`src/rtl/brdt_pkg.sv`:
```
//------------------------------------------------------------------------------
// brdt_pkg
// Shared types and codes of the block request dependency tracker.
//------------------------------------------------------------------------------
`default_nettype none
package brdt_pkg;

    localparam int OFS_W = 63;
    localparam int LEN_W = 32;
    localparam int TAG_W = 16;
    localparam int KIND_W = 2;
    localparam int STAT_W = 3;
    localparam int SLOT_W = 6;

    localparam logic [1:0] REQ_SUBMIT   = 2'd0;
    localparam logic [1:0] REQ_ISSUE    = 2'd1;
    localparam logic [1:0] REQ_COMPLETE = 2'd2;
    localparam logic [1:0] REQ_CANCEL   = 2'd3;

    localparam logic [1:0] KIND_FLUSH = 2'd2;

    localparam logic [2:0] STAT_OK        = 3'd0;
    localparam logic [2:0] STAT_FULL      = 3'd1;
    localparam logic [2:0] STAT_NOT_FOUND = 3'd2;
    localparam logic [2:0] STAT_INFLIGHT  = 3'd3;
    localparam logic [2:0] STAT_NONE      = 3'd4;

    localparam logic [1:0] ST_FREE     = 2'd0;
    localparam logic [1:0] ST_BLOCKED  = 2'd1;
    localparam logic [1:0] ST_READY    = 2'd2;
    localparam logic [1:0] ST_INFLIGHT = 2'd3;

    localparam logic [OFS_W-1:0] MAX_OFFSET = {OFS_W{1'b1}};

    // Commands from the controller to the datapath.
    typedef struct packed {
        logic capture;
        logic execute;
    } brdt_cmd_t;

    // Status from the datapath to the controller.
    typedef struct packed {
        logic done;
    } brdt_stat_t;

endpackage
`default_nettype wire

```
`src/rtl/brdt_ctrl.sv`:
```
//------------------------------------------------------------------------------
// brdt_ctrl
// Controller: accepts a request, runs the capture and execute steps, holds result.
//------------------------------------------------------------------------------
`default_nettype none
module brdt_ctrl
(
    input  wire logic               clk,
    input  wire logic               rst_n,
    input  wire logic               in_valid,
    output logic                    in_ready,
    output logic                    out_valid,
    input  wire logic               out_ready,
    output brdt_pkg::brdt_cmd_t     cmd,
    input  wire brdt_pkg::brdt_stat_t stat
);

    localparam logic [1:0] S_IDLE = 2'd0;
    localparam logic [1:0] S_EXEC = 2'd1;
    localparam logic [1:0] S_OUT  = 2'd2;

    logic [1:0] state_reg, state_next;

    assign in_ready  = (state_reg == S_IDLE);
    assign out_valid = (state_reg == S_OUT);

    always_comb
    begin
        state_next  = state_reg;
        cmd.capture = 1'b0;
        cmd.execute = 1'b0;
        unique case (state_reg)
            S_IDLE:
            begin
                if (in_valid)
                begin
                    cmd.capture = 1'b1;
                    state_next  = S_EXEC;
                end
            end
            S_EXEC:
            begin
                cmd.execute = 1'b1;
                if (stat.done)
                begin
                    state_next = S_OUT;
                end
            end
            S_OUT:
            begin
                if (out_ready)
                begin
                    state_next = S_IDLE;
                end
            end
            default:
            begin
                state_next = S_IDLE;
            end
        endcase
    end

    always_ff @(posedge clk or negedge rst_n)
    begin
        if (!rst_n)
        begin
            state_reg <= S_IDLE;
        end
        else
        begin
            state_reg <= state_next;
        end
    end

endmodule
`default_nettype wire

```
`config.mk`:
```
export PLATFORM = sky130hd
export DESIGN_NAME = brdt_ctrl
export DESIGN_NICKNAME = d
export VERILOG_FILES = /design/src/rtl/brdt_pkg.sv /design/src/rtl/brdt_ctrl.sv
export SDC_FILE = /design/constraint.sdc
export NUM_CORES = 1
export LEC_CHECK = 0
export BUFFER_PORTS_ARGS = -buffer_cell sky130_fd_sc_hd__buf_2
export CORE_AREA = 2 2 39 41
export CTS_CLUSTER_SIZE = 14
export DETAILED_ROUTE_END_ITERATION = 10
export DIE_AREA = 0 0 41 43
export GPL_ROUTABILITY_DRIVEN = 0
export MAX_ROUTING_LAYER = met4
export PLACE_DENSITY_LB_ADDON = 0.3
export SLEW_MARGIN = 20
export SYNTH_ARGS = -nofsm -noshare
export SYNTH_HDL_FRONTEND = slang
export SYNTH_SLANG_ARGS = --single-unit
```
`constraint.sdc`:
```
create_clock -name clk -period 0.9 [get_ports clk]
set_input_delay 0.045 -clock clk [delete_from_list [all_inputs] [get_ports clk]]
set_output_delay 0.045 -clock clk [all_outputs]
set_load 0.02 [all_outputs]
```
# [Word-level counts from Yosys, hierarchy flattened]
# Cells that the tools add are included.
[word_totals] ff_bits=2 latchBits=0 mem_bits_rw=0 rom_bits=0 inputBits=5 wordCells=15 mem_count=0
[classes] n_addsub=0 n_mul=0 div=0 magnitude_cmp=0 n_eq_ne=5 shifts=0 muxes=7 bitwise_logic=0 n_reduce_logical=2
[op_table] op="two-way mux 2 bit" n=3
[op_table] op="case mux 2 bit (3 select lines)" n=1
[op_table] op="inequality test 2 bit (second input constant)" n=2
[op_table] op="two-way mux 1 bit" n=3
[op_table] op="AND reduction 3 bit" n=1
[op_table] op="equality test 2 x 1 -> 1 bit (second input constant)" n=1
[op_table] op="equality test 2 bit (second input constant)" n=1
[op_table] op="logical NOT 2 bit" n=1
[op_table] op="inequality test 2 x 1 -> 1 bit (second input constant)" n=1

# [Logic depth before layout (Yosys ltp)]
# Gate-level depths: netlist of the first run.
[logic_depth] depth_word=3 ltp_mapped=2 depth_no_buf=2

# [Least setup slack after synthesis of the first run]
# OpenSTA, ideal clock, no wires.
[synth_path] path_type="reg2out" from="register state_reg[0]" to="output cmd[1] (netlist bit)" arrival_time_ns=1.017 required_ns=0.855 setup_slack_ns=-0.162 stages_incl_launch_ff=3 n_path_buf=0 cell_sequence="dfrtp_1 nor2_1 and2_1"
[synth_rtl] element="start: declaration" line="brdt_ctrl.sv:22" rtl="logic [1:0] state_reg, state_next;"
[synth_rtl] element="start signal: assignment" line="brdt_ctrl.sv:71" rtl="state_reg <= state_next;"
[synth_rtl] element="end: declaration" line="brdt_ctrl.sv:14" rtl="output brdt_pkg::brdt_cmd_t cmd,"

==> impl_metrics.toml, run 1 <==
[hold_path]
worstHoldEndpoint = "state_reg[0]"
whs_path_depth = 2
hold_path_startpoint = "stat"
timing.hold.worst.class = "input port to register"

[finish]
largest_register_ff_count = 2
drive_above_1_share_pct = 72.0
layout-area-overhead-vs-synth_pct = 153
fin_nets = 32
layout_cells_excl_fill = 41
number_of_antenna_diodes = 0

[floorplanning]
fp.dieW_um = 41
design.core.area_sq_um = 1380
die_h_um = 43
design.portCount = 9
die-area_sq_um = 1760
initial_core_util_pct = 7.05
placementRows = 14

[worst_setup_path]
worstReg2RegEnd = "state_reg[1]"
timing.reg2reg.worst_path_depth = 3
crit_type = "register to output pin"
timing.critical_path.to_type = "output pin"
critical_path_arrival_ns = 0.99
crit_required_ns = 0.85
ff2ff_setup_slack_ns = -0.13
cp_max_fo = 4
cp-start-kind = "register"
r2r_start = "state_reg[0]"

[power_and_ir_drop]
ir_worst_vdd_v = 0.000619
p_leak_nw = 0.125
cellPowerDensity_nw_per_um2 = 3950
finalPower_w = 0.000974

[detailed_routing]
post_drt_via_cell_ratio = 3.02
totalWireLength_um = 298
post-route-drc-count = 0
drt.antenna.violating_nets = 0
route.vias.total = 124
routedWlPerCell_um = 7.27
drt_pre_antenna_iters = 2
dr.first_iter.drc_count = 3

[yosys]
synth.avg_cell_area_sq_um = 9.76
mappedNetlistArea_sq_um = 97.6
syn_nets = 15
netlist_instances = 10
synth_seq_cells = 2
yosys_warnings = 0
register_area_share_after_synthesis_pct = 51.3
synth_cell_types = 8

[grt]
grt_use_total_pct = 4.42
antenna_violations_before_repair = 0
grtUsageMet3_pct = 4.71
global_route.usage.met1_pct = 4.82
grt_overflow_total = 0
grt_busiest_layer = "met4"
first_global_vias = 88
maximum_number_of_pins_on_one_net_before_global_route_repair = 5
groute.layer.met2.usage_pct = 2.19
grt_first_pass_wirelength_um = 379

[timing]
slew_viol_final = 0
normalized_max_slew_margin_pct = 88.3
period_minus_slack_ns = 1.03
timing.final.crit_share_pct = 115
worst-slew-pin-transition_ns = 0.174
finalHoldViolCount = 0
fin_worst_skew_ns = 0.00224
grt_setup_unrepaired = "yes"
achievable-frequency_mhz = 969
setup_viol = 5
final_setup_margin_ns = -0.132

[cts]
tritoncts = "done"
cts_max_path_buffers = 2
clock_tree.root_cell = "sky130_fd_sc_hd__clkbuf_4"
clk-insertion-delay-late_ns = 0.22
tritoncts.num_buffers = 3
clock_sinks = 2
cts_max_level = 1
cts.clk_slew.worst_paths_ns = 0.03

[flow_run]
max_cap_viol_count = 0

[run_status]
outcome = "finished, violations left"
violations = "setup timing"

[placement]
post-place-ws_ns = -0.00943
detailed_place_hpwl_um = 241
numPortBuffers = 8
dp_cells = 35
worst max-delay path: stages, from the launching register on:
cell	delay [ns]
sky130_fd_sc_hd__dfrtp_1	0.40
sky130_fd_sc_hd__and2b_2	0.23
sky130_fd_sc_hd__buf_6	0.13
report_power, final:
| part | switching (W) | internal (W) | total, W |
|---|---|---|---|
| clock network | 0.0000471 | 0.000147 | 0.000194 |
| logic | 0.000243 | 0.000356 | 0.000599 |
| registers | 0.0000468 | 0.000134 | 0.000181 |
layout by cell type (no fill, tap or decap), types with 2 or more instances in the layout:
cell type	n
sky130_fd_sc_hd__buf_4	3
sky130_fd_sc_hd__dfrtp_1	2
sky130_fd_sc_hd__buf_2	4
sky130_fd_sc_hd__buf_6	4
sky130_fd_sc_hd__clkbuf_4	3
worst max path at each step:
| stage | cells after the start | to | start | slack [ns] |
|---|---|---|---|---|
| 6_report | 2 | cmd[0] | state_reg[0] | -0.13 |
| 5_1_grt | 3 | cmd[1] | state_reg[1] | -0.19 |
| 4_1_cts | 3 | state_reg[1] | state_reg[0] | -0.15 |
| 3_5_place_dp | 2 | state_reg[1] | state_reg[0] | -0.009 |
| 3_3_place_gp | 2 | state_reg[1] | state_reg[1] | -0.01 |
| 2_1_floorplan | 2 | state_reg[1] | state_reg[0] | -0.06 |
synth_stat cells:
library cell | number | area, sq um
sky130_fd_sc_hd__dfrtp_1 | 2 | 50.1
sky130_fd_sc_hd__nor2_1 | 2 | 7.51
sky130_fd_sc_hd__a211oi_1 | 1 | 7.51
sky130_fd_sc_hd__a22o_1 | 1 | 8.76
sky130_fd_sc_hd__and2_1 | 1 | 6.26
sky130_fd_sc_hd__and2b_1 | 1 | 7.51
sky130_fd_sc_hd__inv_1 | 1 | 3.75
sky130_fd_sc_hd__nor2b_1 | 1 | 6.26
area by class of cell:
type	count	area, sq um
Inverter	1	3.75
Tap cell	16	20.0
Fill cell	155	1140
Clock buffer	3	22.5
Timing Repair Buffer	12	97.6
Multi-Input combinational cell	7	52.6
Sequential cell	2	50.0
metrics by stage:
step                cell area, sq um  hold slack (ns)  setup TNS, ns  utilization, %
floorplan                        105           -0.251        -0.0977               -
global placement                 173           -0.163        -0.0134            12.5
detailed placement               173           -0.164       -0.00943            12.5
CTS                              243          0.00681         -0.645            17.5
global route                     246           0.0178         -0.832            17.8
finish                           246           0.0185         -0.573            17.8
layer usage:
metal | vias up | part of all wire, %
li1 | 65 | -
met4 | 0 | 0
met2 | 9 | 32
met3 | 0 | 18
met5 | - | 0
met1 | 50 | 50
logic make-up (layout without fill, tap and decap cells):
group / count (synthesis) / after routing / synth area share (%)
AO/OA/AOI/OAI: 2 / 2 / 16.7
flip-flops: 2 / 2 / 51.3
buffers and inverters: 1 / 16 / 3.84
AND/OR/NAND/NOR: 5 / 5 / 28.2
repair_timing:
item | 4_1_cts | 5_1_grt
setup endpoints to repair | 5 | 5
hold buffers | 1 | 0
buffers inserted | 2 | 0
cloned | 0 | 0
pin swaps | 2 | 0
hold endpoints to repair | 2 | 0
gates resized for setup | 8 | 1
No activity file was read; power rests on OpenSTA's default activity.
==> inputs of run 2 (changes only) <==
--- a/config.mk
+++ b/config.mk
@@ -13,6 +13,7 @@
 export GPL_ROUTABILITY_DRIVEN = 0
 export MAX_ROUTING_LAYER = met4
 export PLACE_DENSITY_LB_ADDON = 0.3
+export REMOVE_ABC_BUFFERS = 1
 export SLEW_MARGIN = 20
 export SYNTH_ARGS = -nofsm -noshare
 export SYNTH_HDL_FRONTEND = slang
==> impl_metrics.toml, run 2 (same netlist as run 1, synthesis figures left out) <==
[timing]
grt_setup_unrepaired = "yes"
setup_viol = 5
period_minus_slack_ns = 1.04
fin_worst_skew_ns = 0.00224
slew_viol_final = 0
fin_setup_tns_ns = -0.539
achievable-frequency_mhz = 961
finalHoldViolCount = 0
final_setup_margin_ns = -0.141
timing.final.crit_share_pct = 116
normalized_max_slew_margin_pct = 87.4
worst-slew-pin-transition_ns = 0.188

[cts]
clock_sinks = 2
clk-insertion-delay-late_ns = 0.22
cts.clk_slew.worst_paths_ns = 0.03
clock_tree.root_cell = "sky130_fd_sc_hd__clkbuf_4"
cts_max_level = 1
tritoncts.num_buffers = 3
cts_max_path_buffers = 2
tritoncts = "done"

[floorplanning]
design.core.area_sq_um = 1380
die_h_um = 43
placementRows = 14
die-area_sq_um = 1760
fp.dieW_um = 41
initial_core_util_pct = 7.05
design.portCount = 9

[worst_setup_path]
timing.critical_path.to_type = "output pin"
critical-path-slowest-cell = "sky130_fd_sc_hd__dfrtp_1"
cp-start-kind = "register"
crit_type = "register to output pin"
cell_by_cell_trace_of_the_critical_path = "nor2_2 > and2_1 > buf_6"
crit_required_ns = 0.85
cp_max_fo = 4
longest_individual_stage_delay_on_the_worst_path_ns = 0.40
critical_path_arrival_ns = 1.00
ff2ff_setup_slack_ns = -0.13

[power_and_ir_drop]
power_frac_comb_pct = 57.8
finalPower_w = 0.000907
ir_worst_vdd_v = 0.000636
p_sw_w = 0.000338
cellPowerDensity_nw_per_um2 = 3840
relative_contribution_of_sequential_cells_to_total_power_pct = 20.4
p_leak_nw = 0.121
sw_frac_of_total_pct = 37.3
clock_power_share_pct = 21.8
p_int_w = 0.000569

[grt]
grt_use_total_pct = 5.14
grt_overflow_total = 0
grt_first_pass_wirelength_um = 476
antenna_violations_before_repair = 0
first_global_vias = 145
maximum_number_of_pins_on_one_net_before_global_route_repair = 5

[finish]
drive_above_1_share_pct = 64.0
fill_cells = 162
largest_register_ff_count = 2
number_of_antenna_diodes = 0
sequential_cell_area_sq_um = 50.0
layout_common_cells = "sky130_fd_sc_hd__buf_2 (5), sky130_fd_sc_hd__clkbuf_4 (3), sky130_fd_sc_hd__buf_6 (3), sky130_fd_sc_hd__buf_4 (3), sky130_fd_sc_hd__dfrtp_1 (2)"
mostFrequentLayoutCell = "sky130_fd_sc_hd__buf_2"
layout_cells_excl_fill = 41
multiInputGateArea_sq_um = 48.8
fin_nets = 32
stdcell_area_sq_um = 236
postLayoutCoreUtil_pct = 17.1
layout-area-overhead-vs-synth_pct = 142

[placement]
detailed_place.area_sq_um = 158
numPortBuffers = 8
dp_cells = 34

[flow_run]
max_cap_viol_count = 0

[hold_path]
timing.hold.worst.class = "input port to register"

[run_status]
violations = "setup timing"
outcome = "finished, violations left"

[detailed_routing]
post-route-drc-count = 0
drt.antenna.violating_nets = 0
routedWlPerCell_um = 8.51
totalWireLength_um = 349
post_drt_via_cell_ratio = 3.17
dr.first_iter.drc_count = 0
route.vias.total = 130
drt_pre_antenna_iters = 1
run 2: critical path, delay by kind of cell (launching register included):
| kind | cells | cell delay, ns |
|---|---|---|
| buffers and inverters | 1 | 0.11 |
| DFF | 1 | 0.40 |
| and+or+nand+nor | 2 | 0.26 |
run 2: path summary, 6_finish.rpt:
path | from | to | depth (start not counted)
max | state_reg[1] | cmd[1] | 3
min | stat | state_reg[0] | 2
max reg2reg | state_reg[0] | state_reg[1] | 3
min reg2reg | state_reg[1] | state_reg[0] | 2
max in group asynchronous | rst_n | state_reg[1] | 2
min in group asynchronous | rst_n | state_reg[0] | 2
run 2: repair_timing:
| item | in CTS | in global routing |
|---|---|---|
| pin swaps | 2 | 1 |
| hold buffers | 1 | 0 |
| hold endpoints to repair | 2 | 0 |
| setup buffers | 3 | 0 |
| gates resized for setup | 5 | 3 |
| setup endpoints to repair | 4 | 5 |
run 2: per-stage QoR:
stage | setup slack [ns] | hold slack (ns)
after floorplan | -0.162 | -0.251
after global placement | 0.0150 | -0.164
after detailed placement | 0.0267 | -0.165
after CTS | -0.147 | 0.0117
after global routing | -0.191 | 0.0317
final | -0.141 | 0.0216
run 2: cell type report:
class                           count  area share [%]
Multi-Input combinational cell      7            20.6
Clock buffer                        3            9.52
Tap cell                           16            8.47
Inverter                            1            1.59
Sequential cell                     2            21.2
Timing Repair Buffer               12            38.6
run 2: per-layer routing:
layer | track usage [%] | share of wire [%]
met3 | 3.14 | 13
met4 | 8.00 | 0
met2 | 4.69 | 43
met1 | 5.47 | 44
met5 | - | 0
run 2: power groups by stage:
stage          Sequential [W]  Clock, W  Combinational [W]
2_1_floorplan        0.000168         0           0.000224
3_3_place_gp         0.000182         0           0.000328
3_5_place_dp         0.000177         0           0.000328
4_1_cts              0.000169  0.000215           0.000500
5_1_grt              0.000193  0.000212           0.000561
6_report             0.000185  0.000197           0.000525
==> inputs of run 3 (changes only) <==
--- a/config.mk
+++ b/config.mk
@@ -12,7 +12,7 @@
 export DIE_AREA = 0 0 41 43
 export GPL_ROUTABILITY_DRIVEN = 0
 export MAX_ROUTING_LAYER = met4
-export PLACE_DENSITY_LB_ADDON = 0.3
+export PLACE_DENSITY = 0.3
 export REMOVE_ABC_BUFFERS = 1
 export SLEW_MARGIN = 20
 export SYNTH_ARGS = -nofsm -noshare
==> impl_metrics.toml, run 3 (same netlist as run 1, synthesis figures left out) <==
[worst_setup_path]
critical-path-slowest-cell = "sky130_fd_sc_hd__dfrtp_1"
crit_type = "register to output pin"
cell_by_cell_trace_of_the_critical_path = "nor2_2 > and2_4 > buf_6"
critical_path_arrival_ns = 1.00
timing.critical_path.buf_inv = 1
timing.critical_path.to_type = "output pin"
timing.reg2reg.worst_path_depth = 3
crit_cells = 3
path_delay_family = "flip-flops"
cp-start-kind = "register"
crit_required_ns = 0.85
longest_individual_stage_delay_on_the_worst_path_ns = 0.40
cp_max_fo = 4

[cts]
tritoncts.num_buffers = 3
tritoncts = "done"
clock_sinks = 2
cts.clk_slew.worst_paths_ns = 0.03
cts_max_path_buffers = 2
clock_tree.root_cell = "sky130_fd_sc_hd__clkbuf_4"
cts_max_level = 1
clk-insertion-delay-late_ns = 0.22

[finish]
multiInputGateArea_sq_um = 48.8
number_of_antenna_diodes = 0
drive_above_1_share_pct = 65.4
sequential_cell_area_sq_um = 50.0
mostFrequentLayoutCell = "sky130_fd_sc_hd__buf_4"
layout_common_cells = "sky130_fd_sc_hd__buf_4 (5), sky130_fd_sc_hd__buf_2 (4), sky130_fd_sc_hd__clkbuf_4 (3), sky130_fd_sc_hd__buf_6 (3), sky130_fd_sc_hd__dfrtp_1 (2)"
fin_nets = 33
fill_cells = 162
largest_register_ff_count = 2
layout-area-overhead-vs-synth_pct = 153
postLayoutCoreUtil_pct = 17.8

[floorplanning]
design.portCount = 9
initial_core_util_pct = 7.05
placementRows = 14
design.core.area_sq_um = 1380
die_h_um = 43
fp.dieW_um = 41
die-area_sq_um = 1760

[power_and_ir_drop]
cellPowerDensity_nw_per_um2 = 3960
p_leak_nw = 0.128
ir_worst_vdd_v = 0.000683

[grt]
antenna_violations_before_repair = 0
grt_use_total_pct = 4.84
maximum_number_of_pins_on_one_net_before_global_route_repair = 5
first_global_vias = 135
grt_first_pass_wirelength_um = 476
grt_overflow_total = 0

[timing]
setup_viol = 5
normalized_max_slew_margin_pct = 88.8
final_setup_margin_ns = -0.143
timing.final.crit_share_pct = 116
finalHoldViolCount = 0
grt_setup_unrepaired = "yes"
hold-worst-slack_ns = 0.0161
fin_worst_skew_ns = 0.00199
fin_setup_tns_ns = -0.616
achievable-frequency_mhz = 958
period_minus_slack_ns = 1.04
worst-slew-pin-transition_ns = 0.167
slew_viol_final = 0

[run_status]
violations = "setup timing"
outcome = "finished, violations left"

[flow_run]
max_cap_viol_count = 0

[placement]
detailed_place_hpwl_um = 242
numPortBuffers = 8

[detailed_routing]
post_drt_via_cell_ratio = 3.10
drt.antenna.violating_nets = 0
post-route-drc-count = 0
drt_pre_antenna_iters = 1
routedWlPerCell_um = 7.81
totalWireLength_um = 328
route.vias.total = 130
dr.first_iter.drc_count = 0

[hold_path]
timing.hold.worst.class = "input port to register"
whs_path_depth = 2
[run 3: metal layers]
layer | part of all wire (%) | global-route usage [%] | routed length [um] | vias up
met4 | 0 | 6.00 | 0 | 0
met5 | 0 | - | 0 | -
li1 | - | - | - | 67
met1 | 45 | 6.11 | 149 | 54
met2 | 38 | 4.06 | 125 | 9
met3 | 16 | 3.14 | 53 | 0
[run 3: cell type report]
cell class                 count  area share [%]
timing repair buffer          13            41.1
sequential                     2            20.3
multi-input combinational      7            19.8
clock buffer                   3            9.14
tap                           16            8.12
inverter                       1            1.52
[run 3: worst paths after layout]
path / start / endpoint / slack [ns]
min reg2reg: state_reg[1] / state_reg[0] / 0.57
min: stat / state_reg[0] / 0.02
min in group asynchronous: rst_n / state_reg[0] / 0.14
max in group asynchronous: rst_n / state_reg[1] / 0.66
max: state_reg[0] / cmd[1] / -0.14
max reg2reg: state_reg[1] / state_reg[1] / -0.11
[run 3: where the power goes]
part / internal [W] / leakage [nW] / switching, W / total [W]
combinational: 0.000353 / 0.0895 / 0.000248 / 0.000602
sequential: 0.000134 / 0.0250 / 0.0000452 / 0.000179
clock: 0.000147 / 0.0138 / 0.0000476 / 0.000194
total: 0.000634 / 0.128 / 0.000341 / 0.000975
[run 3: through the flow]
step / cell area (sq um) / total power, W / instances / worst slack, ns
final: 246 / 0.000975 / 42 / -0.143
after global routing: 246 / 0.00104 / 42 / -0.213
after CTS: 241 / 0.000964 / 42 / -0.157
after detailed placement: 158 / 0.000512 / 34 / 0.0189
after global placement: 158 / 0.000500 / 34 / 0.0359
after floorplan: 97.6 / 0.000392 / 10 / -0.162
[run 3: repair_timing]
item,in CTS,in global routing
pin swaps,2,1
hold buffers,1,0
endpoints found under the hold margin,2,0
gates resized for setup,7,2
buffers inserted,4,0
setup endpoints to repair,4,5
[run 3: worst register-to-register path, stage by stage, from the launching register on]
cell and delay [ns]:
sky130_fd_sc_hd__dfrtp_1 0.38, sky130_fd_sc_hd__and2b_1 0.22, sky130_fd_sc_hd__buf_4 0.14, sky130_fd_sc_hd__a22o_1 0.17
